[config.mk]
export PLATFORM = sky130hd
export DESIGN_NAME = lap3_queue
export DESIGN_NICKNAME = d
export VERILOG_FILES = /design/src/design/lap3_pkg.sv /design/src/design/lap3_queue.sv
export SDC_FILE = /design/constraint.sdc
export NUM_CORES = 1
export LEC_CHECK = 0
export BUFFER_PORTS_ARGS = -buffer_cell sky130_fd_sc_hd__buf_2
export CAP_MARGIN = 30
export CELL_PAD_IN_SITES_DETAIL_PLACEMENT = 1
export CELL_PAD_IN_SITES_GLOBAL_PLACEMENT = 1
export CORE_ASPECT_RATIO = 1.5
export CORE_MARGIN = 8
export CORE_UTILIZATION = 43
export DETAILED_ROUTE_END_ITERATION = 8
export PLACE_DENSITY_LB_ADDON = 0.1
export SYNTH_ARGS = -nofsm -noshare
export SYNTH_HDL_FRONTEND = slang
export SYNTH_SLANG_ARGS = --single-unit
[constraint.sdc]
create_clock -name clk -period 1.9 [get_ports clk]
set_input_delay 0.095 -clock clk [delete_from_list [all_inputs] [get_ports clk]]
set_output_delay 0.095 -clock clk [all_outputs]
set_load 0.005 [all_outputs]
[src/design/lap3_pkg.sv]
// lap3_pkg: shared constants, transaction types and helpers of the 3x3 Laplacian filter.
// No dependencies; imported by every module of the block except lap3_ram.
package lap3_pkg;

  localparam int MAX_WIDTH  = 1024;
  localparam int MAX_HEIGHT = 1024;
  localparam int COL_W      = $clog2(MAX_WIDTH);
  localparam int ROW_W      = $clog2(MAX_HEIGHT);
  localparam int DIM_W      = 11;
  localparam int PIX_W      = 8;
  localparam int VAL_W      = 11;
  localparam int CFG_IDX_W  = 1;
  localparam int OUT_DEPTH  = 4;
  localparam int OUT_PTR_W  = $clog2(OUT_DEPTH);

  // Configuration register indexes
  localparam logic [CFG_IDX_W-1:0] REG_FRAME_WIDTH  = 1'b0;
  localparam logic [CFG_IDX_W-1:0] REG_FRAME_HEIGHT = 1'b1;

  localparam logic [DIM_W-1:0] FRAME_WIDTH_RESET  = DIM_W'(640);
  localparam logic [DIM_W-1:0] FRAME_HEIGHT_RESET = DIM_W'(480);

  // Pixel tagged by the front end with its column and classification
  typedef struct packed {
    logic [PIX_W-1:0] pixel;
    logic [COL_W-1:0] col;
    logic             emit;
    logic             last;
  } tag_t;

  typedef struct packed {
    logic signed [VAL_W-1:0] value;
    logic                    last;
  } result_t;

  // Last valid index of a dimension, register value clamped to [3, hi]
  function automatic logic [COL_W-1:0] last_index(input logic [DIM_W-1:0] v,
                                                  input logic [DIM_W-1:0] hi);
    logic [DIM_W-1:0] d;
    begin
      if (v < DIM_W'(3)) begin
        d = DIM_W'(3);
      end else if (v > hi) begin
        d = hi;
      end else begin
        d = v;
      end
      d = d - DIM_W'(1);
      return d[COL_W-1:0];
    end
  endfunction

endpackage

[src/design/lap3_queue.sv]
// lap3_queue: two-entry queue of tagged pixels between front and back end.
// Depends on lap3_pkg.
module lap3_queue (
  input  logic           clk,
  input  logic           rst,
  input  logic           wr,
  input  lap3_pkg::tag_t wdata,
  output logic           full,
  input  logic           rd,
  output logic           valid,
  output lap3_pkg::tag_t rdata
);
  import lap3_pkg::*;

  tag_t       entry [2];
  logic       wr_ptr;
  logic       rd_ptr;
  logic [1:0] count;

  assign full  = (count == 2'd2);
  assign valid = (count != 2'd0);
  assign rdata = entry[rd_ptr];

  always_ff @(posedge clk) begin
    if (wr) begin
      entry[wr_ptr] <= wdata;
    end
  end

  always_ff @(posedge clk) begin
    if (rst) begin
      wr_ptr <= 1'b0;
      rd_ptr <= 1'b0;
      count  <= 2'd0;
    end else begin
      if (wr) begin
        wr_ptr <= ~wr_ptr;
      end
      if (rd) begin
        rd_ptr <= ~rd_ptr;
      end
      count <= count + {1'b0, wr} - {1'b0, rd};
    end
  end

endmodule

==> results by group, run 1 <==
Worst setup path
  – Top delay family on crit path: buffers and inverters
  – Worst reg-to-reg setup slack: 0.71 ns
  – Largest fanout on the critical path: 12
  – Worst r2r path cells: 6
  – R2r startpoint: count[0]$_SDFF_PP0_
  – Critical path type: flip-flop to output pin
  – Critical Path Stages: 3
  – Reg2reg end: count[1]$_SDFF_PP0_
  – WP data arrival: 1.34 ns
  – CP max stage delay: 0.34 ns
  – WP data required: 1.80 ns
  – CP Cell Sequence: buf_4 -> mux2_4 -> buf_2
  – Startpoint types: flip-flop
  – Worst Path Buf+Inv: 2
  – Critical Path Sink Type: output pin
  – CP max-delay cell: dfxtp_1
  – Worst setup endpoint: rdata[14]

Detailed routing
  – Routed wire length: 3.13 mm
  – DRT Pass-1 Iters: 4
  – Detail Route Antenna Nets: 0
  – Drt first-iter violations: 21
  – DRC violations left: 0
  – Drt wl/cell: 15.3 um
  – Vias: 957
  – Routed vias/inst: 4.67

Yosys
  – Yosys top cell area share: 0.689
  – Synth Area in Compound Gates: 0
  – Post-Synth Simple-Gate Area: 0.0266
  – Multiplexer area fraction after synthesis: 0.172
  – Net Count, Synth: 109
  – Ranking of synthesized cells by area: edfxtp_1 69%, mux2_4 17%, dfxtp_1 5.7%
  – Sequential area share after synthesis: 0.747
  – Syn Inst Count: 83
  – Adder-Cell Fraction of Synth Area: 0.0144
  – Largest family of logic cells by synthesized area: multiplexers
  – Yosys reg bits: 45
  – Post-synthesis xor/xnor area fraction: 0.0230
  – Avg Inst Size Synth: 21.0 sq um
  – Area leader, netlist: edfxtp_1
  – Ys Warns: 0
  – Synthesized area: 1740 sq um
  – Distinct cells, synth: 12

Cells and area
  – Utilization after layout: 0.608
  – # fillers: 364
  – Ant diodes: 0
  – Most common cell after layout, fill and taps aside: buf_2
  – Design Area, Final: 2390 sq um
  – Nets: 185
  – Fin cells: 205
  – Most frequent cells in the layout: 45 x buf_2, 40 x edfxtp_1, 20 x mux2_4, 20 x dlygate4sd3_1, 6 x buf_4
  – P&R area growth vs syn: 37.0%
  – Fraction of layout cells with a size suffix above 1: 0.506

STA
  – Fin crit share: 0.754
  – # setup viols final: 0
  – RSZ-0062 raised after global routing: false
  – Min Tclk post-route: 1.43 ns
  – Worst Tran Pin Value: 0.230 ns
  – TNS Setup: 0 ns
  – Max-slew violation count: 0
  – Slew Limit Headroom: 0.846
  – Final Hold Vio Count: 0
  – Clock skew: 0.00332 ns
  – Final hold slack: 0.0186 ns
  – Post-route setup slack: 0.468 ns
  – Upper clock frequency limit: 698 MHz

GRT
  – Initial antenna violation count: 0
  – Gr ovfl total: 0
  – Vias in the first global route: 1093
  – Total Routing Usage GR: 0.109
  – First-pass GRT wire length: 4.96 mm
  – Pin count of the biggest net entering global routing: 16

Floorplan
  – Chip width: 68.0 um
  – I/O pins: 46
  – Starting Density: 0.444
  – Core Box Area: 3920 sq um
  – Die height: 94.0 um
  – Core Rows: 28
  – Die area: 6390 sq um

Clock network
  – Clk_lat worst skew: 0.29 ns
  – Post_cts resized: 0
  – Buffer depth of the longest clock path: 2
  – Cts bufs inserted: 5
  – Root buffer cell: clkbuf_8
  – Post-CTS Setup Repair Bufs: 0
  – Clk sinks: 45
  – # hold bufs at CTS: 20
  – H-tree depth: 2
  – CTS tree: done
  – CTS clk-pin slew, worst paths: 0.08 ns

Pwr
  – Final Power: 2.36 mW
  – VDD IR max: 778 uV
  – Power density over cell area: 987 nW/um^2
  – Pleak: 0.991 nW

Place
  – GPL Wtd Cong: 0.585
  – Dpl ws: 0.706 ns
  – DP Area: 2050 sq um
  – PortBufs: 45
  – Placed cell count: 177

Run status
  – Status: complete, no violations

Min path
  – Hold Crit Class: input port to flip-flop

Job
  – Max-cap viol count: 0
-- cell usage after synthesis --
master / number
edfxtp_1: 40
mux2_4: 20
dfxtp_1: 5
nor2_1: 4
nor2b_1: 3
buf_6: 2
ha_1: 2
inv_1: 2
xnor2_1: 2
and2_1: 1
or2_2: 1
xnor3_1: 1
-- final cells by class --
type,count,area [sq um],area share
Multi-Input combinational cell,34,414,0.173
Clock inverter,3,68.8,0.0288
Clock buffer,5,68.8,0.0288
Timing Repair Buffer,71,470,0.197
Inverter,2,7.51,0.00314
Sequential cell,45,1300,0.545
Tap cell,45,56.3,0.0236
-- per-layer routing --
metal / vias up / share of wire / global-route usage
li1: 463 / - / -
met1: 458 / 0.34 / 0.102
met2: 32 / 0.55 / 0.189
met3: 4 / 0.085 / 0.0490
met4: 0 / 0.017 / 0.0566
met5: - / 0 / 0
-- cell families (layout without fill, tap and decap cells) --
group | Yosys count | count (layout)
flops | 45 | 45
mux | 20 | 20
simple gates | 9 | 9
buf+inv | 4 | 81
xor+xnor | 3 | 3
fa+ha+maj | 2 | 2
-- sequential cells by signal (all words and copies together), names as in the netlist, named ones only --
| signal | flops |
|---|---|
| wr_ptr | 1 |
| entry | 40 |
| count | 2 |
| rd_ptr | 1 |
-- report_power, final --
group / leakage (nW) / switching (mW) / internal, mW
Sequential: 0.417 / 0.0236 / 1.15
Combinational: 0.505 / 0.127 / 0.207
Clock: 0.0687 / 0.319 / 0.529
-- how the worst min path moves through the flow --
stage               slack [ns]                      to  cells past startpoint      start
floorplan                 0.17     count[0]$_SDFF_PP0_                      1        rst
global placement          0.28  entry[1][15]$_DFFE_PP_                      1  wdata[15]
detailed placement        0.29  entry[0][17]$_DFFE_PP_                      1  wdata[17]
CTS                      0.008     count[1]$_SDFF_PP0_                      2        rst
global route              0.03     rd_ptr$_SDFFE_PP0P_                      2        rst
finish                    0.02     count[1]$_SDFF_PP0_                      2        rst
No activity file was read; power rests on OpenSTA's default activity.
==> run 2, diff against run 1 <==
clock period = 1.4 ns   (was 1.9 ns; I/O delays follow)
==> run 2 against run 1 <==
Critical path depth did not move. Clock power decreased by 13%. Core utilization is 0.48 points lower. Register-to-register slack got worse by 0.54 ns. Die area did not move. Hold slack got worse by 0.0060 ns. Sequential share of layout area grew 0.48 points. Critical path type unchanged. Highest routed layer unchanged.
==> results by group, run 2 (same netlist as run 1, synthesis figures left out) <==
Cells and area
  – Number of flip-flops in the largest register: 40 (unchanged)
  – Fraction of layout cells with a size suffix above 1: 0.503 (was 0.506)
  – P&R area growth vs syn: 35.9% (was 37.0%)
  – Design Area, Final: 2370 sq um (was 2390 sq um)
  – Nets: 184 (was 185)
  – Biggest register: entry (unchanged)
  – Utilization after layout: 0.604 (was 0.608)
  – Ant diodes: 0 (unchanged)
  – Most common cell after layout, fill and taps aside: buf_2 (unchanged)
  – Most frequent cells in the layout: 45 x buf_2, 40 x edfxtp_1, 20 x mux2_4, 20 x dlygate4sd3_1, 5 x clkbuf_8 (was 45 x buf_2, 40 x edfxtp_1, 20 x mux2_4, 20 x dlygate4sd3_1, 6 x buf_4)
  – Fin cells: 204 (was 205)
  – Biggest registers after layout: entry: 40 flops, count: 2 flops (unchanged)

STA
  – RSZ-0062 raised after global routing: false (unchanged)
  – Min Tclk post-route: 1.35 ns
  – Fin crit share: 0.967
  – Upper clock frequency limit: 739 MHz
  – Clock skew: 0.00594 ns (was 0.00332 ns)
  – Worst Tran Pin Value: 0.200 ns (was 0.230 ns)
  – # setup viols final: 0 (unchanged)
  – Post-route setup slack: 0.0469 ns (was 0.468 ns)
  – TNS Setup: 0 ns (unchanged)
  – Final Hold Vio Count: 0 (unchanged)
  – Max-slew violation count: 0 (unchanged)
  – Slew Limit Headroom: 0.867 (was 0.846)
  – Final hold slack: 0.0126 ns (was 0.0186 ns)

Detailed routing
  – Detail Route Antenna Nets: 0 (unchanged)
  – DRC violations left: 0 (unchanged)
  – DRT Pass-1 Iters: 3 (was 4)
  – Routed vias/inst: 4.69 (was 4.67)
  – Drt wl/cell: 16.5 um (was 15.3 um)
  – Vias: 957 (unchanged)
  – Drt first-iter violations: 12 (was 21)
  – Routed wire length: 3.37 mm (was 3.13 mm)

Worst setup path
  – CP max stage delay: 0.38 ns (was 0.34 ns)
  – Startpoint types: flip-flop (unchanged)
  – Top delay family on crit path: flip-flops (was buffers and inverters)
  – CP Cell Sequence: clkbuf_16 -> mux2_4 -> buf_2 (was buf_4 -> mux2_4 -> buf_2)
  – Critical Path Sink Type: output pin (unchanged)
  – WP data arrival: 1.28 ns (was 1.34 ns)
  – CP max-delay cell: dfxtp_2 (was dfxtp_1)
  – WP data required: 1.33 ns (was 1.80 ns)
  – Critical Path Stages: 3 (unchanged)
  – Worst Path Buf+Inv: 2 (unchanged)
  – Critical path type: flip-flop to output pin (unchanged)
  – Worst r2r path cells: 6 (unchanged)
  – Largest fanout on the critical path: 10 (was 12)

Floorplan
  – Die height: 94.0 um (unchanged)
  – Starting Density: 0.444 (unchanged)
  – Die area: 6390 sq um (unchanged)
  – Core Rows: 28 (unchanged)
  – I/O pins: 46 (unchanged)
  – Chip width: 68.0 um (unchanged)
  – Core Box Area: 3920 sq um (unchanged)

Pwr
  – VDD IR max: 801 uV (was 778 uV)
  – Power density over cell area: 1190 nW/um^2 (was 987 nW/um^2)
  – Final Power: 2.82 mW (was 2.36 mW)
  – Pleak: 0.976 nW (was 0.991 nW)

Clock network
  – Root buffer cell: clkbuf_8 (unchanged)
  – CTS clk-pin slew, worst paths: 0.07 ns (was 0.08 ns)
  – Clk sinks: 45 (unchanged)
  – CTS tree: done (unchanged)
  – Cts bufs inserted: 5 (unchanged)
  – Clk_lat worst skew: 0.29 ns (about the same)
  – Post-CTS Setup Repair Bufs: 0 (unchanged)
  – H-tree depth: 2 (unchanged)
  – Buffer depth of the longest clock path: 2 (unchanged)

Min path
  – Hold depth: 2 (unchanged)
  – Hold Crit Class: input port to flip-flop (unchanged)

Run status
  – Status: complete, no violations (unchanged)

Place
  – PortBufs: 45 (unchanged)
  – GPL Wtd Cong: 0.671 (was 0.585)
  – Dpl ws: 0.174 ns (was 0.706 ns)
  – DP Area: 2060 sq um (was 2050 sq um)
  – Placed cell count: 175 (was 177)

GRT
  – First-pass GRT wire length: 5.02 mm (was 4.96 mm)
  – Initial antenna violation count: 0 (unchanged)
  – Total Routing Usage GR: 0.105 (was 0.109)
  – Vias in the first global route: 1127 (was 1093)
  – Gr ovfl total: 0 (unchanged)
  – Pin count of the biggest net entering global routing: 21 (was 16)

Job
  – Max-cap viol count: 0 (unchanged)
run 2: changes by cell type in the layout (fill, tap and decap cells not counted), sizes merged:
cell,change
buf,-2
bufinv,-2
clkbuf,+2
clkinv,+2
inv,-1
run 2: power breakdown:
part           switching (mW)  leakage (nW)  internal, mW
sequential             0.0382         0.417          1.56
combinational           0.178         0.514         0.300
clock                   0.392        0.0450         0.346
total                   0.608         0.976          2.21
run 2: layer usage:
metal / track usage / routed length, um
met5: 0 / 0
met4: 0.0515 / 47
met3: 0.0323 / 244
met2: 0.203 / 1930
met1: 0.0889 / 1140
run 2: path summary, 6_finish.rpt:
check	startpoint	endpoint	slack (ns)
max reg2reg	count[0]$_SDFF_PP0_	count[1]$_SDFF_PP0_	0.17
max	flip-flop	rdata[9]	0.05
min	rst	flip-flop	0.01
min reg2reg	rd_ptr$_SDFFE_PP0P_	flip-flop	0.53
run 2: cell type report:
cell class	count	area [sq um]
fill	368	1560
sequential	45	1300
timing repair buffer	70	505
multi-input combinational	34	414
clock buffer	6	72.6
tap	45	56.3
clock inverter	2	10.0
inverter	2	7.51
run 2: what timing repair did:
action,CTS,global route
hold buffers,20,0
endpoints found under the hold margin,40,0
endpoints found under the setup margin,0,12
gates resized for setup,0,1
