## src/design/lap3_pkg.sv

```systemverilog
// lap3_pkg: shared constants, transaction types and helpers of the 3x3 Laplacian filter.
// No dependencies; imported by every module of the block except lap3_ram.
package lap3_pkg;

  localparam int MAX_WIDTH  = 1024;
  localparam int MAX_HEIGHT = 1024;
  localparam int COL_W      = $clog2(MAX_WIDTH);
  localparam int ROW_W      = $clog2(MAX_HEIGHT);
  localparam int DIM_W      = 11;
  localparam int PIX_W      = 8;
  localparam int VAL_W      = 11;
  localparam int CFG_IDX_W  = 1;
  localparam int OUT_DEPTH  = 4;
  localparam int OUT_PTR_W  = $clog2(OUT_DEPTH);

  // Configuration register indexes
  localparam logic [CFG_IDX_W-1:0] REG_FRAME_WIDTH  = 1'b0;
  localparam logic [CFG_IDX_W-1:0] REG_FRAME_HEIGHT = 1'b1;

  localparam logic [DIM_W-1:0] FRAME_WIDTH_RESET  = DIM_W'(640);
  localparam logic [DIM_W-1:0] FRAME_HEIGHT_RESET = DIM_W'(480);

  // Pixel tagged by the front end with its column and classification
  typedef struct packed {
    logic [PIX_W-1:0] pixel;
    logic [COL_W-1:0] col;
    logic             emit;
    logic             last;
  } tag_t;

  typedef struct packed {
    logic signed [VAL_W-1:0] value;
    logic                    last;
  } result_t;

  // Last valid index of a dimension, register value clamped to [3, hi]
  function automatic logic [COL_W-1:0] last_index(input logic [DIM_W-1:0] v,
                                                  input logic [DIM_W-1:0] hi);
    logic [DIM_W-1:0] d;
    begin
      if (v < DIM_W'(3)) begin
        d = DIM_W'(3);
      end else if (v > hi) begin
        d = hi;
      end else begin
        d = v;
      end
      d = d - DIM_W'(1);
      return d[COL_W-1:0];
    end
  endfunction

endpackage

```

## src/design/lap3_front.sv

```systemverilog
// lap3_front: configuration registers, raster counters and classification of input pixels.
// Depends on lap3_pkg.
module lap3_front (
  input  logic                            clk,
  input  logic                            rst,
  input  logic                            cfg_we,
  input  logic [lap3_pkg::CFG_IDX_W-1:0]  cfg_index,
  input  logic [lap3_pkg::DIM_W-1:0]      cfg_data,
  input  logic                            push,
  input  logic [lap3_pkg::PIX_W-1:0]      pixel,
  input  logic                            q_full,
  output logic                            q_push,
  output lap3_pkg::tag_t                  q_data
);
  import lap3_pkg::*;

  logic [DIM_W-1:0] frame_width;
  logic [DIM_W-1:0] frame_height;
  logic [COL_W-1:0] col;
  logic [ROW_W-1:0] row;
  logic [COL_W-1:0] col_last;
  logic [ROW_W-1:0] row_last;

  assign col_last = last_index(frame_width, DIM_W'(MAX_WIDTH));
  assign row_last = ROW_W'(last_index(frame_height, DIM_W'(MAX_HEIGHT)));

  assign q_push       = push && !q_full;
  assign q_data.pixel = pixel;
  assign q_data.col   = col;
  assign q_data.emit  = (row >= ROW_W'(2)) && (col >= COL_W'(2));
  assign q_data.last  = q_data.emit && (row == row_last) && (col == col_last);

  always_ff @(posedge clk) begin
    if (rst) begin
      frame_width  <= FRAME_WIDTH_RESET;
      frame_height <= FRAME_HEIGHT_RESET;
      col          <= '0;
      row          <= '0;
    end else if (cfg_we) begin
      // any write restarts the frame
      if (cfg_index == REG_FRAME_WIDTH) begin
        frame_width <= cfg_data;
      end else begin
        frame_height <= cfg_data;
      end
      col <= '0;
      row <= '0;
    end else if (q_push) begin
      if (col == col_last) begin
        col <= '0;
        row <= (row == row_last) ? '0 : row + ROW_W'(1);
      end else begin
        col <= col + COL_W'(1);
      end
    end
  end

endmodule

```

## config.mk

```make
export PLATFORM = sky130hd
export DESIGN_NAME = lap3_front
export DESIGN_NICKNAME = d
export VERILOG_FILES = /design/src/design/lap3_pkg.sv /design/src/design/lap3_front.sv
export SDC_FILE = /design/constraint.sdc
export NUM_CORES = 1
export LEC_CHECK = 0
export CELL_PAD_IN_SITES_DETAIL_PLACEMENT = 0
export CELL_PAD_IN_SITES_GLOBAL_PLACEMENT = 1
export CORE_MARGIN = 2
export CORE_UTILIZATION = 42
export DETAILED_ROUTE_END_ITERATION = 6
export DONT_BUFFER_PORTS = 1
export GPL_TIMING_DRIVEN = 0
export MAX_ROUTING_LAYER = met4
export PLACE_DENSITY_LB_ADDON = 0.1
export SKIP_LAST_GASP = 1
export SYNTH_ARGS = -nofsm -noshare
export SYNTH_HDL_FRONTEND = slang
export SYNTH_SLANG_ARGS = --single-unit
```

## constraint.sdc

```tcl
create_clock -name clk -period 4.1 [get_ports clk]
set_input_delay 0.82 -clock clk [delete_from_list [all_inputs] [get_ports clk]]
set_output_delay 0.82 -clock clk [all_outputs]
set_load 0.02 [all_outputs]
```

==> impl_metrics.ini, run 1 <==
[clock_network]
cts_buffer_depth = 2
insertion_delay_ns = 0.29
cts.htree.levels = 2
clkSinkCount = 42
clk_pin_slew_ns = 0.08
cts_hold_buf = 0
cts_buffers = 5
cts_tree = built
cts-root-buf = clkbuf_8

[global_route]
grt_pass1_vias = 2597
grt_usage_pct = 21.3
grt_pass1_wl_um = 12500
grt_max_degree = 14
grt-ovfl-total = 0
antenna_found_initial = 0

[detailed_routing]
wl_per_cell_um = 15.4
via_per_inst = 5.72
vias = 2801
drc = 0
antenna_left = 0
dr.pass1.iters = 4
first_iter_violations = 130
routed_wl_um = 7560

[logic_synthesis]
synth_fp_nets = 416
ys.flop_type = dfxtp_1
synth-seq-cells = 42
synthArstFlopShare_pct = 0
synth_cell_types = 54
synth_area_per_cell_um2 = 7.47
yosysTopAreaCell = dfxtp_1
synth_top_area_share_pct = 29.2
synth_edf_count = 0
synth_seq_area_share_pct = 29.2
netlist_top_cells_area = dfxtp_1 (29%), nand2_1 (8.0%), xnor2_1 (6.7%)
ys_warn_count = 0
syn_area_um2 = 2880
synth_cells = 385

[sta]
postLayoutSetupSlackWorst_ns = -0.169
worst_pin_slew_ns = 0.662
finalSetupViolations = 1
fin_tns_setup_ns = -0.169
min_period_over_period_pct = 104
clock.fmax_mhz = 234
hold_viol = 0
holdWs_ns = 0.489
slew_headroom_pct = 55.5
finalMaxSlewViolations = 0
rsz0062_at_grt = yes
skew_ns = 0.00564
fin_crit_ns = 4.27

[worst_setup_path]
crit_top_cell = or4_4
cp.required_ns = 3.28
slowest_stage = or4_4
worstPathMaxFanout = 4
max_stage_delay_ns = 0.54
end_kind = output port
critPathKind = flop to output port
cp-start-kind = flop
critical_path.cell_chain = or3_4, nor3_4, o21a_1, inv_2, ha_4, xor2_1, o21ai_1, o31ai_2, or4_4, or4_4, nor2_4, and2_4
cp.arrival_ns = 3.45

[cells_and_area]
drive_gt1_share_pct = 17.1
diodes = 0
syn2layout_area_growth_pct = 14.8
instances_no_fill = 490
final_nets = 440

[power_and_ir_drop]
internal_power_uw = 676
p_leak_nw = 1.18
power_frac_comb_pct = 18.4
clock_power_share_pct = 35.0
switchingPower_uw = 259
p_per_area_nw_per_um2 = 283
power_frac_seq_pct = 46.6
power_switching_share_pct = 27.7
ir_worst_vdd_uv = 148

[place]
place.gp.congestion = 0.834
io_buffer_count = 0
dp.final_hpwl_um = 5580
place_inst = 465

[outcome]
violations = setup timing
outcome = finished with violations

[die]
ios = 46
die_h_um = 86.8
initial_core_util_pct = 42.8
coreArea_um2 = 6720
num_rows = 30
die_area_um2 = 7530
die_w_um = 86.8

[hold_path]
hp-class = flop to flop

[job]
cap_violations = 0
==> per-stage QoR <==
step / power (mW) / instance area, um^2 / worst slack (ns) / util, %
final: 0.935 / 3300 / -0.169 / 49.2
after global routing: 0.987 / 3300 / -0.306 / 49.2
after CTS: 0.934 / 3240 / -0.181 / 48.2
after detailed placement: 0.598 / 2980 / -0.377 / 44.3
after global placement: 0.597 / 2980 / -0.386 / 44.3
after floorplan: 0.567 / 2880 / 0.0571 / -
==> cells in the mapped netlist (3+ instances only) <==
master and number:
xor2_1 12, buf_4 8, a31oi_1 3, a21oi_1 28, and2_1 3, o21bai_1 3
clkbuf_1 17, or4_1 11, nor2_1 29, nor3_1 13, or3_1 3, nand3b_1 8
xnor2_1 22, o31ai_1 10, nand2b_1 6, and3_1 9, nor4_1 10, dfxtp_1 42
ha_1 6, nand4_1 4, inv_1 9, nand2_1 61, or2_2 4, nand3_1 14
nor2b_1 4, o21ai_0 10
==> critical path: cells and delay by family, from the launching register on <==
family / cells / cell delay, ns
AND/OR/NAND/NOR: 6 / 1.96
AO/OA/AOI/OAI: 3 / 0.47
flip-flops: 1 / 0.35
adder cells (fa/ha/maj): 1 / 0.17
XOR/XNOR: 1 / 0.14
buffers and inverters: 1 / 0.06
==> metal layers <==
layer / up-vias / track usage (%) / part of all wire, %
met5: - / - / 0
met4: 0 / 6.82 / 1.8
met3: 13 / 3.62 / 3.8
met2: 58 / 33.9 / 47
met1: 1325 / 27.7 / 48
li1: 1405 / - / -
==> power by group through the flow <==
stage	Combinational, mW	Clock [mW]	Sequential [mW]
2_1_floorplan	0.127	0	0.439
5_1_grt	0.192	0.356	0.438
3_3_place_gp	0.152	0	0.445
4_1_cts	0.166	0.333	0.435
6_report	0.172	0.327	0.436
3_5_place_dp	0.153	0	0.445
==> flip-flops by register name, indices dropped and copies added, names as in the netlist <==
register,flops
col,10
frame_height,11
frame_width,11
row,10
==> path summary, 6_finish.rpt <==
check,startpoint,slack [ns],end,cells past startpoint
setup reg to reg,frame_width[2]$_SDFFE_PP0P_,0.22,row[8]$_SDFFE_PP0P_,14
hold / removal,frame_height[0]$_SDFFE_PP0P_,0.49,frame_height[0]$_SDFFE_PP0P_,2
hold reg to reg,frame_height[0]$_SDFFE_PP0P_,0.49,frame_height[0]$_SDFFE_PP0P_,2
setup / recovery,frame_width[2]$_SDFFE_PP0P_,-0.17,q_data[0],12
==> placed cells by master (no fill, tap or decap), types with 10 or more instances in the layout <==
cell      count
nand3_1      14
nor2_1       28
a21oi_1      28
or4_1        10
clkbuf_1     16
xor2_1       12
xnor2_1      22
dfxtp_1      36
nor3_1       13
nand2_1      61
buf_4        28
==> timing repair <==
item / 4_1_cts / 5_1_grt
buffers inserted: 14 / 6
endpoints found under the setup margin: 9 / 9
resized for setup: 22 / 11
pin swaps: 8 / 8
==> logic make-up after synthesis <==
group	synth area share [%]
buf+inv	6.87
flops	29.2
xor+xnor	10.3
fa+ha+maj	2.61
simple gates	33.9
mux	0.783
compound gates	16.3
==> area by class of cell <==
type / count / area (um^2)
sequential: 42 / 856
multi-input combinational: 303 / 1910
fill: 716 / 3410
timing repair buffer: 20 / 150
buffer: 27 / 140
clock buffer: 5 / 68.8
tap: 80 / 100
clock inverter: 3 / 40.0
inverter: 10 / 37.5
(Power assumes the default switching activity.)
==> run 2: changes to the inputs <==
--- a/config.mk
+++ b/config.mk
@@ -7,8 +7,10 @@
 export LEC_CHECK = 0
 export CELL_PAD_IN_SITES_DETAIL_PLACEMENT = 0
 export CELL_PAD_IN_SITES_GLOBAL_PLACEMENT = 1
-export CORE_MARGIN = 2
+export CORE_ASPECT_RATIO = 0.6
+export CORE_MARGIN = 5
 export CORE_UTILIZATION = 42
+export CTS_BUF_LIST = sky130_fd_sc_hd__clkbuf_8 sky130_fd_sc_hd__clkbuf_16
 export DETAILED_ROUTE_END_ITERATION = 6
 export DONT_BUFFER_PORTS = 1
 export GPL_TIMING_DRIVEN = 0
==> run 2 against run 1 <==
  * The run still ends with setup timing left
  * Largest cell class unchanged
  * Global-route usage shrank 1.4 points
  * First-iteration DRC count grew 68%
  * Sequential power grew 0.9%
  * Worst hold slack gained 0.0033 ns
  * Non-clock buffer count shrank 10
==> impl_metrics.ini, run 2 (synthesis gave the netlist of run 1 again) <==
[sta]
slew_headroom_pct = 55.4
hold_viol = 0
finalMaxSlewViolations = 0
finalSetupViolations = 1
fin_crit_ns = 4.22
clock.fmax_mhz = 237
rsz0062_at_grt = yes
min_period_over_period_pct = 103
skew_ns = 0.00256
worst_pin_slew_ns = 0.664
postLayoutSetupSlackWorst_ns = -0.123

[worst_setup_path]
critPathKind = flop to output port
cp.required_ns = 3.28
worstSetupStartpoint = frame_width[3]$_SDFFE_PP0P_
rr_endpoint = row[3]$_SDFFE_PP0P_
r2r_cells = 14
cp-start-kind = flop
r2r-start = frame_width[3]$_SDFFE_PP0P_
worstPathMaxFanout = 4
cp-endpoint = q_data[0]
cp.arrival_ns = 3.40
rrSetupSlack_ns = 0.15
end_kind = output port

[power_and_ir_drop]
internal_power_uw = 731
power_frac_seq_pct = 44.1
clock_power_share_pct = 38.6
power_switching_share_pct = 26.8
p_leak_nw = 1.15
switchingPower_uw = 267
p_per_area_nw_per_um2 = 302
fin_total_pwr_uw = 998
power_frac_comb_pct = 17.3
ir_worst_vdd_uv = 225

[detailed_routing]
first_iter_violations = 219
via_per_inst = 5.73
drc = 0
met1_length_um = 4210
dr.pass1.iters = 4
wl_per_cell_um = 16.5
antenna_left = 0
vias = 2777
wl_met2_um = 3160
wl_met3_um = 595
top_layer = met4
routed_wl_um = 8000

[clock_network]
cts-root-buf = clkbuf_16
insertion_delay_ns = 0.28
cts_buffer_depth = 2
clkSinkCount = 42
cts_hold_buf = 0
cts_tree = built
cts_buffers = 5
clk_pin_slew_ns = 0.06
cts.htree.levels = 2

[outcome]
violations = setup timing
outcome = finished with violations

[cells_and_area]
final_cell_mix = nand2_1 (61), dfxtp_1 (35), nor2_1 (28), a21oi_1 (27), xnor2_1 (22)
final_common_cell = nand2_1
syn2layout_area_growth_pct = 15.0
drive_gt1_share_pct = 16.3
nFillCells = 671
final_core_utilization_pct = 49.6
reg_top3 = frame_height x11, frame_width x11
diodes = 0
finalInstanceArea_um2 = 3310
final_nets = 430

[die]
die_w_um = 117
num_rows = 23
ios = 46
die_area_um2 = 8660
coreArea_um2 = 6680
initial_core_util_pct = 43.1
die_h_um = 74.1

[global_route]
grt_pass1_wl_um = 13100
grt-ovfl-total = 0
grt_pass1_vias = 2537
antenna_found_initial = 0
grt_usage_pct = 20.0
grt_max_degree = 12

[place]
placed_area_um2 = 2990
io_buffer_count = 0
dp.final_hpwl_um = 6090
place.gp.congestion = 0.861

[hold_path]
hp-class = flop to flop

[job]
cap_violations = 0
run 2: cell count changes in the layout (fill, tap and decap cells not counted), sizes merged:
cell and change:
bufinv -1, clkinv -2, clkbuf -1, buf -8
run 2: metrics by stage:
stage / hold slack [ns] / instances / setup WS [ns] / setup TNS (ns)
detailed placement: 0.492 / 472 / -0.387 / -1.47
global placement: 0.486 / 472 / -0.474 / -2.40
global route: 0.523 / 485 / -0.196 / -0.196
CTS: 0.499 / 486 / -0.159 / -0.159
floorplan: 0.459 / 385 / 0.0571 / 0
finish: 0.492 / 485 / -0.123 / -0.123
run 2: area by class of cell:
type	count	area, um^2	area share [%]
Multi-Input combinational cell	303	1940	58.6
Sequential cell	42	857	25.9
Buffer	26	144	4.35
Clock buffer	6	139	4.20
Tap cell	87	109	3.29
Timing Repair Buffer	11	82.6	2.50
Inverter	10	37.5	1.13
run 2: worst min-delay path by stage:
stage | startpoint | endpoint | slack, ns | depth (start not counted)
floorplan | frame_height[1]$_SDFFE_PP0P_ | frame_height[1]$_SDFFE_PP0P_ | 0.46 | 2
global placement | frame_height[0]$_SDFFE_PP0P_ | frame_height[0]$_SDFFE_PP0P_ | 0.49 | 2
detailed placement | frame_height[0]$_SDFFE_PP0P_ | frame_height[0]$_SDFFE_PP0P_ | 0.49 | 2
CTS | frame_width[3]$_SDFFE_PP0P_ | frame_width[3]$_SDFFE_PP0P_ | 0.50 | 2
global route | frame_width[6]$_SDFFE_PP0P_ | frame_width[6]$_SDFFE_PP0P_ | 0.52 | 2
finish | frame_width[6]$_SDFFE_PP0P_ | frame_width[6]$_SDFFE_PP0P_ | 0.49 | 2
run 2: power groups by stage:
stage | Sequential (mW) | Clock [mW] | Combinational (mW)
2_1_floorplan | 0.439 | 0 | 0.127
3_3_place_gp | 0.444 | 0 | 0.154
3_5_place_dp | 0.445 | 0 | 0.154
4_1_cts | 0.435 | 0.394 | 0.169
5_1_grt | 0.442 | 0.416 | 0.190
6_report | 0.440 | 0.386 | 0.173
run 2: per-layer routing:
| layer | global-route usage [%] | up-vias |
|---|---|---|
| li1 | - | 1395 |
| met1 | 29.6 | 1293 |
| met2 | 27.1 | 84 |
| met3 | 6.10 | 5 |
| met4 | 2.29 | 0 |
| met5 | - | - |
run 2: critical path, stage by stage, from the launching register on:
cell     delay, ns
dfxtp_4       0.35
or3_4         0.40
nor3_4        0.19
buf_4         0.14
o21ai_2       0.07
ha_4          0.20
xor2_2        0.15
o21ai_2       0.16
o31ai_2       0.10
or4_4         0.54
or4_4         0.54
nor2_4        0.10
and2_4        0.18
run 2: timing repair:
action                                  4_1_cts  5_1_grt
setup buffers                                 8        3
gates cloned                                  0        0
endpoints found under the setup margin        9        9
pin swaps                                     7        7
resized for setup                            22       17
